--- src/rtl/rmq_pkg.sv ---
// Shared types, constants and helpers for the rotation matrix to quaternion block.
`timescale 1ns / 1ps
package rmq_pkg;

  localparam int FRAC_BITS_DEF = 16;
  localparam int IN_W          = 18;
  localparam int OUT_W         = 18;
  localparam int DIFF_W        = IN_W + 1;   // sum or difference of two entries
  localparam int QUO_W         = OUT_W - 1;  // quotient bits kept before clamping

  typedef enum logic [1:0] {
    BR_TRACE = 2'd0,
    BR_Z     = 2'd1,
    BR_Y     = 2'd2,
    BR_X     = 2'd3
  } branch_e;

  typedef struct packed {
    branch_e                  br;
    logic signed [DIFF_W-1:0] d0;
    logic signed [DIFF_W-1:0] d1;
    logic signed [DIFF_W-1:0] d2;
  } sq_side_t;

  typedef struct packed {
    branch_e          br;
    logic [QUO_W-1:0] half;
  } dv_side_t;

  // Saturation bound: 1.0, or the largest positive code if 1.0 does not fit.
  function automatic logic [QUO_W-1:0] sat_hi(input int frac);
    logic [QUO_W-1:0] r;
    if (frac < QUO_W) r = QUO_W'(1) << frac;
    else r = '1;
    return r;
  endfunction

endpackage

--- src/rtl/rmq_sqrt.sv ---
// Pipelined integer square root, one result bit per stage.
`timescale 1ns / 1ps
module rmq_sqrt #(
  parameter int NW = 38
) (
  input  logic                clk_i,
  input  logic                rst_ni,
  input  logic                valid_i,
  input  logic [NW-1:0]       rad_i,
  input  rmq_pkg::sq_side_t   side_i,
  output logic                valid_o,
  output logic [NW/2-1:0]     root_o,
  output rmq_pkg::sq_side_t   side_o
);

  localparam int RW = NW / 2;
  localparam int XW = RW + 3;

  logic                valid_q [RW];
  logic [NW-1:0]       n_q     [RW];
  logic [XW-1:0]       rem_q   [RW];
  logic [RW-1:0]       root_q  [RW];
  rmq_pkg::sq_side_t   side_q  [RW];

  for (genvar k = 0; k < RW; k++) begin : g_stage
    logic              v_in;
    logic [NW-1:0]     n_in;
    logic [XW-1:0]     rem_in, rem_sh, trial;
    logic [RW-1:0]     root_in;
    rmq_pkg::sq_side_t s_in;
    logic              ge;

    if (k == 0) begin : g_first
      assign v_in    = valid_i;
      assign n_in    = rad_i;
      assign rem_in  = '0;
      assign root_in = '0;
      assign s_in    = side_i;
    end else begin : g_next
      assign v_in    = valid_q[k-1];
      assign n_in    = n_q[k-1];
      assign rem_in  = rem_q[k-1];
      assign root_in = root_q[k-1];
      assign s_in    = side_q[k-1];
    end

    // bring down two radicand bits, try root*4+1
    always_comb begin
      rem_sh = {rem_in[XW-3:0], n_in[NW-1:NW-2]};
      trial  = {1'b0, root_in, 2'b01};
      ge     = (rem_sh >= trial);
    end

    always_ff @(posedge clk_i or negedge rst_ni) begin
      if (!rst_ni) begin
        valid_q[k] <= 1'b0;
      end else begin
        valid_q[k] <= v_in;
      end
    end

    always_ff @(posedge clk_i) begin
      n_q[k]    <= {n_in[NW-3:0], 2'b00};
      rem_q[k]  <= ge ? (rem_sh - trial) : rem_sh;
      root_q[k] <= {root_in[RW-2:0], ge};
      side_q[k] <= s_in;
    end
  end

  assign valid_o = valid_q[RW-1];
  assign root_o  = root_q[RW-1];
  assign side_o  = side_q[RW-1];

endmodule

--- config.mk ---
export PLATFORM = sky130hd
export DESIGN_NAME = rmq_sqrt
export DESIGN_NICKNAME = d
export VERILOG_FILES = /design/src/rtl/rmq_pkg.sv /design/src/rtl/rmq_sqrt.sv
export SDC_FILE = /design/constraint.sdc
export NUM_CORES = 2
export LEC_CHECK = 0
export BUFFER_PORTS_ARGS = -buffer_cell sky130_fd_sc_hd__buf_2
export CAP_MARGIN = 20
export CORE_AREA = 10 10 562 427
export CTS_CLUSTER_DIAMETER = 150
export DETAILED_ROUTE_END_ITERATION = 10
export DIE_AREA = 0 0 572 437
export PLACE_DENSITY = 0.42
export SLEW_MARGIN = 0
export SYNTH_ARGS = -nofsm -noshare
export SYNTH_HDL_FRONTEND = slang
export SYNTH_SLANG_ARGS = --single-unit
--- constraint.sdc ---
create_clock -name clk_i -period 4.2 [get_ports clk_i]
set_clock_uncertainty 0.05 [all_clocks]
set_input_delay 0.84 -clock clk_i [delete_from_list [all_inputs] [get_ports clk_i]]
set_output_delay 0.84 -clock clk_i [all_outputs]
set_load 0.01 [all_outputs]
; ---- Word level (Yosys, flattened, before mapping)
; Memory sizes are Yosys's and may differ from the RTL's.
; Index checks and enable logic that the tools add are counted.
[totals]
wordCells = 80
ram_bits = 2584
register_bits = 19
n_memories = 4
[op_classes]
addsub = 19
order_cmp = 19
n_mux = 19
[memory_table]
columns = memory, depth, word_bits, rd, rd_ports_with_merged_regs, write_ports, line
row1 = side_q, 19, 59, 19, 0, 19, rmq_sqrt.sv:23  ; rmq_pkg::sq_side_t side_q [RW];
row2 = n_q, 19, 36, 18, 0, 19, rmq_sqrt.sv:20  ; logic [NW-1:0] n_q [RW];
row3 = rem_q, 19, 22, 18, 0, 19, rmq_sqrt.sv:21  ; logic [XW-1:0] rem_q [RW];
row4 = root_q, 19, 19, 19, 0, 19, rmq_sqrt.sv:22  ; logic [RW-1:0] root_q [RW];
[op_table]
columns = operator, n
row1 = 22-bit 2-to-1 mux, 19
row2 = 22-bit by 21-bit greater-or-equal comparator with 1-bit output, 18
row3 = 22-bit by 21-bit subtractor with 22-bit output, 18
row4 = "2-bit by 1-bit subtractor with 3-bit output, second input constant", 1
row5 = "2-bit by 1-bit greater-or-equal comparator with 1-bit output, second input constant", 1

; ---- Depth between registers and ports, before layout
; An unclocked memory read counts as a cell.
[logic_depth]
word_depth = 3
depth_mapped = 12

; ---- Worst setup path after synthesis
; No wires, ideal clock.
[synth_timing]
path_type = register to register
start = memory root_q[14][13] (netlist bit)
end = memory rem_q[15][19] (netlist bit)
arrival_ns = 2.581
synth_period_minus_slack_ns = 2.758
required_time_ns = 4.023
stages_incl_launch_ff = 11
setup_time_ns = 0.127
slack_ns = 1.442
path_buffers = 0
cell_sequence = dfxtp_1 inv_1 ha_1 a21o_1 a2111oi_0 o211ai_1 nor3_2 inv_2 o211ai_1 o21ai_0 xor2_1
[synth_rtl]
columns = item, line
row1 = from (decl), rmq_sqrt.sv:22
row2 = to (decl), rmq_sqrt.sv:21

==> flow_metrics.tcl <==
set metrics [dict create \
    ant_nets 0 \
    synth-xor-area-share 0.04057 \
    drtIter0Drc 1294 \
    cts.clk_slew.worst_paths_ns 0.06 \
    startpoint_type "register" \
    design.portCount 179 \
    cts_root_buf "clkbuf_16" \
    row_count 152 \
    ys_seq_area_frac 0.7380 \
    grt_first_pass_wirelength_um 152500 \
    cts_max_level 4 \
    gp_congestion 0.7924 \
    grt_pass1_vias 28880 \
    hp-class "primary input to register" \
    dieArea_um2 250000 \
    cp-end-kind "register" \
    avgSynthCellArea_um2 12.93 \
    rsz0062_at_grt "no" \
    synth_cells 4226 \
    regArea_um2 40310 \
    maxSlewHeadroom 0.3808 \
    synth_top_family_by_area "simple AND/OR/NAND/NOR gates" \
    fillCellCount 23120 \
    fin_area_um2 66840 \
    status "finished, final reports clean" \
    multiInputGateArea_um2 13110 \
    clock_sink_count 2009 \
    grt_usage 0.07383 \
    hpwl_um 64260 \
    drive_gt1_frac 0.1209 \
    synth_common_cells "dfxtp_1, inv_1, ha_1" \
    timing.fmax_ghz 0.2921 \
    drtPass1Iterations 5 \
    worstPathRequired_ns 4.81 \
    synth.distinct_cells 80 \
    die_w_um 572 \
    syn_nets 4536 \
    wl_per_cell_um 12.06 \
    synthAdderAreaFrac 0.04810 \
    yosys_warnings 0 \
    ys_ff_latch 2009 \
    core_area_um2 228000 \
    cts_buffer_depth 4 \
    cellPowerDensity_nw_per_um2 671.3 \
    hold_viol 0 \
    maxCapViolCount 0 \
    p_total_mw 44.87 \
    gr-total-overflow 0 \
    yosys.area.top_type "dfxtp_1" \
    area_delta_synth_final_pct 22.37 \
    final.setup.tns_ns 0 \
    crit_fanout 26 \
    arrival_ns 4.04 \
    drc 0 \
    syn-cell-area_um2 54620 \
    nets 4955 \
    clk_latency_ns 0.87 \
    synth_ff_type "dfxtp_1" \
    tightest_slew_ns 0.9053 \
    async_reset_ff_frac 0.009457 \
    synth_most_common_cell "dfxtp_1" \
    grt_max_degree 27 \
    timing.final.crit_period_ns 3.424 \
    fin_crit_sh 0.8152 \
    drt-total-wl_um 94050 \
    placed_area_um2 59160 \
    synth_edf_count 0 \
    vias 28970 \
    synth-simple-area-share 0.07364 \
    peakVddDrop_mv 0.3662 \
    cts_tree "built" \
    slew_violations 0 \
    die_h_um 437 \
    detail_route.vias_per_cell 3.714 \
    start_util 0.2395 \
    cts_setup_buffers 0 \
    synth_area_leaders "dfxtp_1, ha_1, xnor2_1" \
    synth_top_area_share 0.7293 \
    power_leakage_nw 29.10 \
    synth_mux_area_frac 0.006895 \
    worstSetupPathType "register to register" \
    finalSetupViolations 0 \
    synth_compound_area_frac 0.07078 \
    antenna_found_initial 3 \
    portBuffers 178 \
    cts_made_buffers 202 \
]
==> power breakdown <==
| part | leakage, nW | switching [mW] | internal (mW) |
|---|---|---|---|
| clock | 3.39 | 7.23 | 11.1 |
| combinational | 8.76 | 2.30 | 1.98 |
| sequential | 17.0 | 1.17 | 21.1 |
| total | 29.1 | 10.7 | 34.2 |
==> state kept, by name, summed over array words and instances (netlist names) <==
| name | cells |
|---|---|
| root_q | 190 |
| rem_q | 337 |
| side_q | 1121 |
| valid_o | 1 |
| n_q | 342 |
| g_stage.v_in | 18 |
==> per-stage QoR <==
| stage | hold WS (ns) | worst slack [ns] | std cells | util |
|---|---|---|---|---|
| 2_1_floorplan | 0.2596 | 1.442 | 4226 | - |
| 4_1_cts | 0.001422 | 0.7222 | 7799 | 0.2931 |
| 6_report | 0.1017 | 0.7762 | 7801 | 0.2931 |
| 5_1_grt | 0.01488 | 0.3867 | 7800 | 0.2931 |
| 3_5_place_dp | 0.2621 | 0.7539 | 7366 | 0.2594 |
| 3_3_place_gp | 0.2595 | 0.8558 | 7366 | 0.2594 |
==> cell families after synthesis <==
kind of cell               count (synthesis)
muxes                                     34
xor gates and xnor gates                 253
DFF                                     2009
other                                      1
and+or+nand+nor                          786
adders and majority gates                210
buffers and inverters                    315
AOI/OAI and AO/OA                        618
==> layout make-up <==
type	count	area share
inverter	260	0.01460
multi-input combinational	1902	0.1962
antenna	2	0.00007487
timing repair buffer	270	0.02658
sequential	2009	0.6031
clock buffer	271	0.08597
tap	3003	0.05621
clock inverter	84	0.01730
==> what timing repair did <==
action                                 in CTS  in global routing
hold buffers                               78                  0
gates resized for setup                     0                  0
endpoints found under the hold margin      96                  0
==> worst paths after layout <==
kind	from	end	slack [ns]	cells past startpoint
max reg2reg	root_q[14][13]	rem_q[15][19]	0.78	11
min reg2reg	side_q[13][41]	side_q[14][41]	0.22	0
max	root_q[14][13]	rem_q[15][19]	0.78	11
max in group asynchronous	rst_ni	g_stage[1].v_in	3.34	2
min	rad_i[21]	n_q[0][21]	0.10	1
min in group asynchronous	rst_ni	valid_o	0.48	2
==> layout by cell type, fill, tap and decap left out, types with 37 or more instances in the layout <==
cell type      count
dfxtp_1         1990
inv_1            259
ha_1             210
clkbuf_16        204
nand2_1          187
buf_2            178
nor2_1           176
a21oi_1          174
o21ai_0          169
xnor2_1          141
xor2_1           112
nor3_1            82
dlygate4sd3_1     78
nand3_1           64
a21o_1            51
o21a_1            50
clkbuf_8          39
nor4_1            37
==> routing by layer <==
metal / part of all wire / vias to the layer above / wire length, um / global-route usage
li1: - / 15020 / - / -
met2: 0.39 / 572 / 36700 / 0.1046
met1: 0.51 / 13140 / 48000 / 0.1031
met4: 0.040 / 0 / 3795 / 0.03202
met5: 0 / - / 0 / 0
met3: 0.059 / 244 / 5546 / 0.02195
==> worst max-delay path: stages (launching register included) <==
cell       delay [ns]
dfxtp_1          0.33
inv_1            0.04
ha_1             0.35
a21o_1           0.24
a2111oi_0        0.83
o211ai_1         0.26
nor3_2           0.22
buf_4            0.25
inv_2            0.22
o211ai_1         0.16
o21ai_0          0.13
xor2_1           0.18
No activity file was read; power rests on OpenSTA's default activity.
