File: src/rtl/rmq_pkg.sv
// Shared types, constants and helpers for the rotation matrix to quaternion block.
`timescale 1ns / 1ps
package rmq_pkg;

  localparam int FRAC_BITS_DEF = 16;
  localparam int IN_W          = 18;
  localparam int OUT_W         = 18;
  localparam int DIFF_W        = IN_W + 1;   // sum or difference of two entries
  localparam int QUO_W         = OUT_W - 1;  // quotient bits kept before clamping

  typedef enum logic [1:0] {
    BR_TRACE = 2'd0,
    BR_Z     = 2'd1,
    BR_Y     = 2'd2,
    BR_X     = 2'd3
  } branch_e;

  typedef struct packed {
    branch_e                  br;
    logic signed [DIFF_W-1:0] d0;
    logic signed [DIFF_W-1:0] d1;
    logic signed [DIFF_W-1:0] d2;
  } sq_side_t;

  typedef struct packed {
    branch_e          br;
    logic [QUO_W-1:0] half;
  } dv_side_t;

  // Saturation bound: 1.0, or the largest positive code if 1.0 does not fit.
  function automatic logic [QUO_W-1:0] sat_hi(input int frac);
    logic [QUO_W-1:0] r;
    if (frac < QUO_W) r = QUO_W'(1) << frac;
    else r = '1;
    return r;
  endfunction

endpackage

File: src/rtl/rmq_front.sv
// Input stage: trace, branch pick, radicand and off-diagonal terms.
`timescale 1ns / 1ps
module rmq_front #(
  parameter int FRAC_BITS = rmq_pkg::FRAC_BITS_DEF,
  parameter int TW        = 22,
  parameter int NW        = 38
) (
  input  logic                              clk_i,
  input  logic                              rst_ni,
  input  logic                              valid_i,
  input  logic signed [rmq_pkg::IN_W-1:0]   m00_i,
  input  logic signed [rmq_pkg::IN_W-1:0]   m01_i,
  input  logic signed [rmq_pkg::IN_W-1:0]   m02_i,
  input  logic signed [rmq_pkg::IN_W-1:0]   m10_i,
  input  logic signed [rmq_pkg::IN_W-1:0]   m11_i,
  input  logic signed [rmq_pkg::IN_W-1:0]   m12_i,
  input  logic signed [rmq_pkg::IN_W-1:0]   m20_i,
  input  logic signed [rmq_pkg::IN_W-1:0]   m21_i,
  input  logic signed [rmq_pkg::IN_W-1:0]   m22_i,
  output logic                              valid_o,
  output logic [NW-1:0]                     rad_o,
  output rmq_pkg::sq_side_t                 side_o
);

  localparam int DW = rmq_pkg::DIFF_W;

  logic signed [TW-1:0] e00, e11, e22, trace, one_s, t;
  logic signed [DW-1:0] x01, x02, x10, x12, x20, x21;
  rmq_pkg::branch_e     br;
  rmq_pkg::sq_side_t    side_d, side_q;
  logic [NW-1:0]        rad_d, rad_q;
  logic                 valid_q;

  always_comb begin
    e00   = TW'(m00_i);
    e11   = TW'(m11_i);
    e22   = TW'(m22_i);
    one_s = TW'(1) <<< FRAC_BITS;
    trace = e00 + e11 + e22;
    x01 = DW'(m01_i);
    x02 = DW'(m02_i);
    x10 = DW'(m10_i);
    x12 = DW'(m12_i);
    x20 = DW'(m20_i);
    x21 = DW'(m21_i);
    // strict compares: ties fall to the later branch
    if (trace > 0) begin
      br = rmq_pkg::BR_TRACE;
      t  = trace + one_s;
    end else if (m22_i > m11_i && m22_i > m00_i) begin
      br = rmq_pkg::BR_Z;
      t  = e22 - e00 - e11 + one_s;
    end else if (m11_i > m00_i) begin
      br = rmq_pkg::BR_Y;
      t  = e11 - e22 - e00 + one_s;
    end else begin
      br = rmq_pkg::BR_X;
      t  = e00 - e11 - e22 + one_s;
    end
    rad_d = (t > 0) ? (NW'(t[TW-2:0]) << FRAC_BITS) : '0;
    side_d.br = br;
    unique case (br)
      rmq_pkg::BR_TRACE: begin
        side_d.d0 = x21 - x12;
        side_d.d1 = x02 - x20;
        side_d.d2 = x10 - x01;
      end
      rmq_pkg::BR_Z: begin
        side_d.d0 = x10 - x01;
        side_d.d1 = x02 + x20;
        side_d.d2 = x12 + x21;
      end
      rmq_pkg::BR_Y: begin
        side_d.d0 = x02 - x20;
        side_d.d1 = x21 + x12;
        side_d.d2 = x01 + x10;
      end
      default: begin
        side_d.d0 = x21 - x12;
        side_d.d1 = x10 + x01;
        side_d.d2 = x20 + x02;
      end
    endcase
  end

  always_ff @(posedge clk_i or negedge rst_ni) begin
    if (!rst_ni) begin
      valid_q <= 1'b0;
    end else begin
      valid_q <= valid_i;
    end
  end

  always_ff @(posedge clk_i) begin
    rad_q  <= rad_d;
    side_q <= side_d;
  end

  assign valid_o = valid_q;
  assign rad_o   = rad_q;
  assign side_o  = side_q;

endmodule

File: config.mk
export PLATFORM = sky130hd
export DESIGN_NAME = rmq_front
export DESIGN_NICKNAME = d
export VERILOG_FILES = /design/src/rtl/rmq_pkg.sv /design/src/rtl/rmq_front.sv
export SDC_FILE = /design/constraint.sdc
export NUM_CORES = 1
export LEC_CHECK = 0
export BUFFER_PORTS_ARGS = -buffer_cell sky130_fd_sc_hd__buf_2
export CAP_MARGIN = 10
export CORE_MARGIN = 5
export CORE_UTILIZATION = 43
export DETAILED_ROUTE_END_ITERATION = 16
export GPL_ROUTABILITY_DRIVEN = 0
export PLACE_DENSITY = 0.73
export SKIP_CTS_REPAIR_TIMING = 1
export SLEW_MARGIN = 10
export SYNTH_ARGS = -nofsm -noshare
export SYNTH_HDL_FRONTEND = slang
export SYNTH_SLANG_ARGS = --single-unit
File: constraint.sdc
create_clock -name clk_i -period 0.8 [get_ports clk_i]
set_input_delay 0.08 -clock clk_i [delete_from_list [all_inputs] [get_ports clk_i]]
set_output_delay 0.08 -clock clk_i [all_outputs]
set_load 0.1 [all_outputs]
# After elaboration in Yosys (flattened, before gate mapping)

Cells that the tools add are included.

Reduce and logical (&&, ||, !) cells: 2
Equality and inequality tests: 2
Mux-type cells: 7
$add $sub $neg: 18
Magnitude comparators: 5

Operators with widths:

| cell                   | count |
|---|---|
| $pmux 57 s3            | 1 |
| $sub 18x18->19         | 6 |
| $add 20x18->21 const B | 4 |
| $add 18x18->19         | 4 |
| $mux 22                | 3 |
| $sub 19x18->20         | 3 |
| $gt 18x18->1           | 3 |
| $gt 22x1->1 const B    | 1 |
| $add 19x18->20         | 1 |
| $gt 20x1->1 const B    | 1 |
| $mux 2                 | 2 |
| $eq 2x1->1 const B     | 1 |
| $eq 2x2->1 const B     | 1 |
| $logic_not 2->1        | 1 |
| $logic_and 1x1->1      | 1 |
| $mux 1                 | 1 |

Word-level logic and storage cells: 41
Flip-flop bits (word level): 98
Output and inout port bits: 98

# Longest topological paths before layout

Depth after elaboration: 7
Mapped depth: 26

# Least setup slack after synthesis

OpenSTA, ideal clock, no wires.

Path kind: input-to-reg
Start: input m00_i[2] in the netlist's numbering
End: register rad_q[28], in the netlist rad_o[28]
Library setup time: 0.128 ns
Path slack: -3.695 ns
Stages: 22
Data required time: 0.672 ns
Arrival time: 4.367 ns
Cells stage by stage: inv_1 > fa_1 > inv_1 > ha_1 > a21oi_2 > o2111ai_1 > a2111oi_2 > o31ai_1 > a21o_1 > a21oi_1 > xor2_1 > ha_1 > nand4b_1 > nor4_1 > nand4_1 > or4_1 > buf_2 > and2_4 > buf_6 > nor3_4 > buf_4 > a211oi_1

Cells in the longest elaborated chain, start to end: 7
Elaborated cells between the ends (all ways): 19

RTL lines:

| what                 | line            | text |
|---|---|---|
| start, declared      | rmq_front.sv:11 | `input logic signed [rmq_pkg::IN_W-1:0] m00_i,` |
| $sub 18x18->19       | rmq_front.sv:58 | `t = e00 - e11 - e22 + one_s;` |
| $sub 19x18->20       | rmq_front.sv:58 |  |
| $add 20x18->21       | rmq_front.sv:58 |  |
| $mux 22              | rmq_front.sv:53 | `end else if (m11_i > m00_i) begin` |
| $mux 22              | rmq_front.sv:50 | `end else if (m22_i > m11_i && m22_i > m00_i) begin` |
| $mux 22 *            | rmq_front.sv:47 | `if (trace > 0) begin` |
| $gt 22x1->1          | rmq_front.sv:60 | `rad_d = (t > 0) ? (NW'(t[TW-2:0]) << FRAC_BITS) : '0;` |
| end signal, assigned | rmq_front.sv:95 | `rad_q <= rad_d;` |
| end, declared        | rmq_front.sv:31 | `logic [NW-1:0] rad_d, rad_q;` |

Every way passes the cells marked *; elsewhere a longest branch is shown, timed or not.
A chain may end at the register's enable or synchronous reset.

==> results.md <==
- Max FO, Critical Path: 22
- Initial DRC count: 1610
- Number of I/O port buffers: 245
- Portion of the post-synthesis area used by sequential elements: 0.09796
- Post-synth top area share: 0.2547
- Antenna Violating Nets Remaining: 0
- Overall die width: 206.5 um
- Via count of the first global-routing pass: 19426
- Synth Cell Area: 0.01660 mm2
- Post-route DRC violation count: 0
- Final setup viols: 160
- Crit path kind: in2reg
- Count of unique library cells instantiated by Yosys: 84
- Violations in the final reports: setup timing
- Std cell rows: 72
- Number of antenna violations at the first check in global routing: 0
- Number of clock sinks seen by CTS: 81
- Achievable clock frequency: 239.6 MHz
- Final Cycle Share: 5.217
- Synthesized netlist cell count: 2078
- Number of detailed-routing iterations run before antenna repair: 7
- Half-perimeter wire length after placement: 54.58 mm
- Final period demand of the worst path: 4174 ps
- Remaining global-route overflow: 0
- Worst-case setup margin in the final layout: -3374 ps
- Seq. cell area: 0.001814 mm2
- Main area contributors after synthesis: sky130_fd_sc_hd__ha_1 (25%), sky130_fd_sc_hd__fa_1 (9.9%), sky130_fd_sc_hd__dfxtp_1 (9.6%)
- Vias per Instance: 5.382
- Clock-pin slew reported for the worst setup and hold paths after clock tree synthesis: 70 ps
- Number of violations of the max-capacitance limit: 0
- DR vias: 18885
- Synthesized area per cell: 7.991 um2
- Area of the multi-input gates: 0.01406 mm2
- Worst relative slew slack: 0.5020
- Num ports: 263
- Dominant register cell in the synthesized netlist: sky130_fd_sc_hd__dfxtp_1
- CTS root buffer: sky130_fd_sc_hd__clkbuf_16
- Total power per unit cell area: 2537 mW/mm2
- Clock buffer count from CTS: 9
- Slew Viols, Final: 0
- Routed wire length: 64.47 mm
- Arrival time of the worst setup path: 4430 ps
- Flops & latches, synth: 81
- Worst hold path type: in2async
- Fin Hold WS: 36.56 ps
- Count of nets after finishing: 3571
- WL/cell: 18.37 um
- Area growth from synthesis to layout: 55.48%
- Cell type with the largest total area after synthesis: sky130_fd_sc_hd__ha_1
- Synth async-reset ratio: 0.01235
- Overall power consumption: 65.50 mW
- Aggregate global-route resource usage: 0.2839
- Number of H-tree branching levels: 3
- Std-Cell Core Area: 0.03847 mm2
- Number of fillers in the final layout: 2940
- Critical path startpoint category: input port
- Antenna diodes: 0
- Fin. Hold Viols: 0
- Kind of capture point of the worst setup path: flop
- Wire length of the first global-routing pass: 97.26 mm
- Initial Utilization: 0.4317
- Unrepaired setup endpoints after global routing: yes
- Number of flops mapped to enable cells by yosys: 0
- Pin slew with the least headroom to its limit: 742.5 ps
- TritonCTS clock tree: built
- Synth warnings: 0
- Static power due to leakage: 13.17 nW
- Largest net degree at the start of global routing: 54
- Peak supply drop: 0.003346 V
- Fraction of final layout cells sized beyond drive strength 1: 0.3855
- Vertical extent of the die: 206.5 um
- Worst path required time: 1050 ps
- Outcome: complete, but fails checks
- Deepest clock path buffer count: 2
- Leading cell type in the layout, fill and taps excluded: sky130_fd_sc_hd__buf_4
- Commonest non-fill, non-tap cells in the layout: sky130_fd_sc_hd__buf_4 (701), sky130_fd_sc_hd__ha_1 (331), sky130_fd_sc_hd__inv_1 (240), sky130_fd_sc_hd__nor2_1 (189), sky130_fd_sc_hd__buf_2 (163)
- Total Die Area: 0.04265 mm2
[worst max-delay path, stage by stage]
cell	delay, ps
sky130_fd_sc_hd__buf_8	80
sky130_fd_sc_hd__clkinvlp_4	90
sky130_fd_sc_hd__fa_2	630
sky130_fd_sc_hd__inv_4	60
sky130_fd_sc_hd__ha_4	220
sky130_fd_sc_hd__a21oi_4	170
sky130_fd_sc_hd__o2111ai_4	140
sky130_fd_sc_hd__a2111oi_4	470
sky130_fd_sc_hd__o31ai_2	110
sky130_fd_sc_hd__a21o_1	170
sky130_fd_sc_hd__a21oi_2	160
sky130_fd_sc_hd__xor2_2	190
sky130_fd_sc_hd__ha_2	210
sky130_fd_sc_hd__nand4b_1	110
sky130_fd_sc_hd__nor4_2	160
sky130_fd_sc_hd__nand4_1	110
sky130_fd_sc_hd__or4_4	490
sky130_fd_sc_hd__nand2_2	140
sky130_fd_sc_hd__buf_12	180
sky130_fd_sc_hd__buf_4	170
sky130_fd_sc_hd__nor2_1	60
sky130_fd_sc_hd__a21oi_1	220
[registers in the layout, indices dropped and copies added (netlist names)]
name,flops
side_o,59
rad_o,21
valid_o,1
[worst paths after layout]
check	start	to	slack [ps]	cells past startpoint
max in group asynchronous	rst_ni	valid_o	670	2
min in group clk_i	m12_i[0]	side_o[38]	220	3
max	m22_i[2]	side_o[7]	-3370	22
min	rst_ni	valid_o	40	2
[synthesized netlist by cell type (13+ instances only)]
cell / number
sky130_fd_sc_hd__o211ai_1: 33
sky130_fd_sc_hd__inv_1: 245
sky130_fd_sc_hd__a211oi_1: 39
sky130_fd_sc_hd__clkbuf_1: 47
sky130_fd_sc_hd__nor3_1: 46
sky130_fd_sc_hd__xor2_1: 33
sky130_fd_sc_hd__o31ai_1: 14
sky130_fd_sc_hd__xnor2_1: 109
sky130_fd_sc_hd__nand2b_1: 32
sky130_fd_sc_hd__fa_1: 82
sky130_fd_sc_hd__dfxtp_1: 80
sky130_fd_sc_hd__nand2_1: 95
sky130_fd_sc_hd__buf_4: 20
sky130_fd_sc_hd__nor2_1: 191
sky130_fd_sc_hd__mux2i_1: 27
sky130_fd_sc_hd__o21a_1: 25
sky130_fd_sc_hd__a21oi_1: 161
sky130_fd_sc_hd__or3_1: 17
sky130_fd_sc_hd__nor2b_1: 30
sky130_fd_sc_hd__and3_1: 13
sky130_fd_sc_hd__o21bai_1: 22
sky130_fd_sc_hd__ha_1: 338
sky130_fd_sc_hd__nand3_1: 35
sky130_fd_sc_hd__o21ai_0: 80
sky130_fd_sc_hd__a31oi_1: 14
sky130_fd_sc_hd__nor4_1: 18
sky130_fd_sc_hd__a21o_1: 20
[metal layers]
layer | vias up | track usage | part of all wire
li1 | 8957 | - | -
met1 | 8938 | 0.3251 | 0.37
met2 | 795 | 0.5227 | 0.50
met3 | 195 | 0.03672 | 0.072
met4 | 0 | 0.1305 | 0.057
met5 | - | 0 | 0
[power breakdown]
| part | total [mW] | internal [mW] | switching (mW) | leakage (nW) |
|---|---|---|---|---|
| Clock | 4.33 | 2.46 | 1.87 | 0.152 |
| Combinational | 52.3 | 22.0 | 30.2 | 12.3 |
| Sequential | 8.92 | 6.56 | 2.36 | 0.698 |
| Total | 65.5 | 31.1 | 34.4 | 13.2 |
[area by class of cell]
| cell class | count | area share |
|---|---|---|
| Clock inverter | 7 | 0.003005 |
| Sequential cell | 81 | 0.07027 |
| Timing Repair Buffer | 966 | 0.3124 |
| Clock buffer | 9 | 0.008723 |
| Tap cell | 518 | 0.02510 |
| Inverter | 246 | 0.03601 |
| Multi-Input combinational cell | 1682 | 0.5445 |
[kinds of logic (layout without fill, tap and decap cells)]
kind of cell               Yosys count  after routing  synth area share
muxes                               30             30           0.01831
DFF                                 81             81           0.09796
adders and majority gates          420            420            0.3536
other                                1             18         0.0002258
buffers and inverters              334           1228           0.08334
xor gates and xnor gates           142            142           0.07490
AOI/OAI and AO/OA                  548            548            0.2206
and+or+nand+nor                    522            524            0.1511
[through the flow]
step                      cell area [um2]  setup WS [ps]  cells    util  setup TNS, ps
after floorplan                     17040          -3354   2095       -        -261390
after global placement              25090          -3719   3478  0.6523        -287790
after detailed placement            25090          -3849   3478  0.6523        -297280
after CTS                           25390          -3499   3494  0.6601        -284650
after global routing                25820          -3567   3509  0.6712        -288590
final                               25820          -3374   3509  0.6712        -270670
No activity file was read; power rests on OpenSTA's default activity.
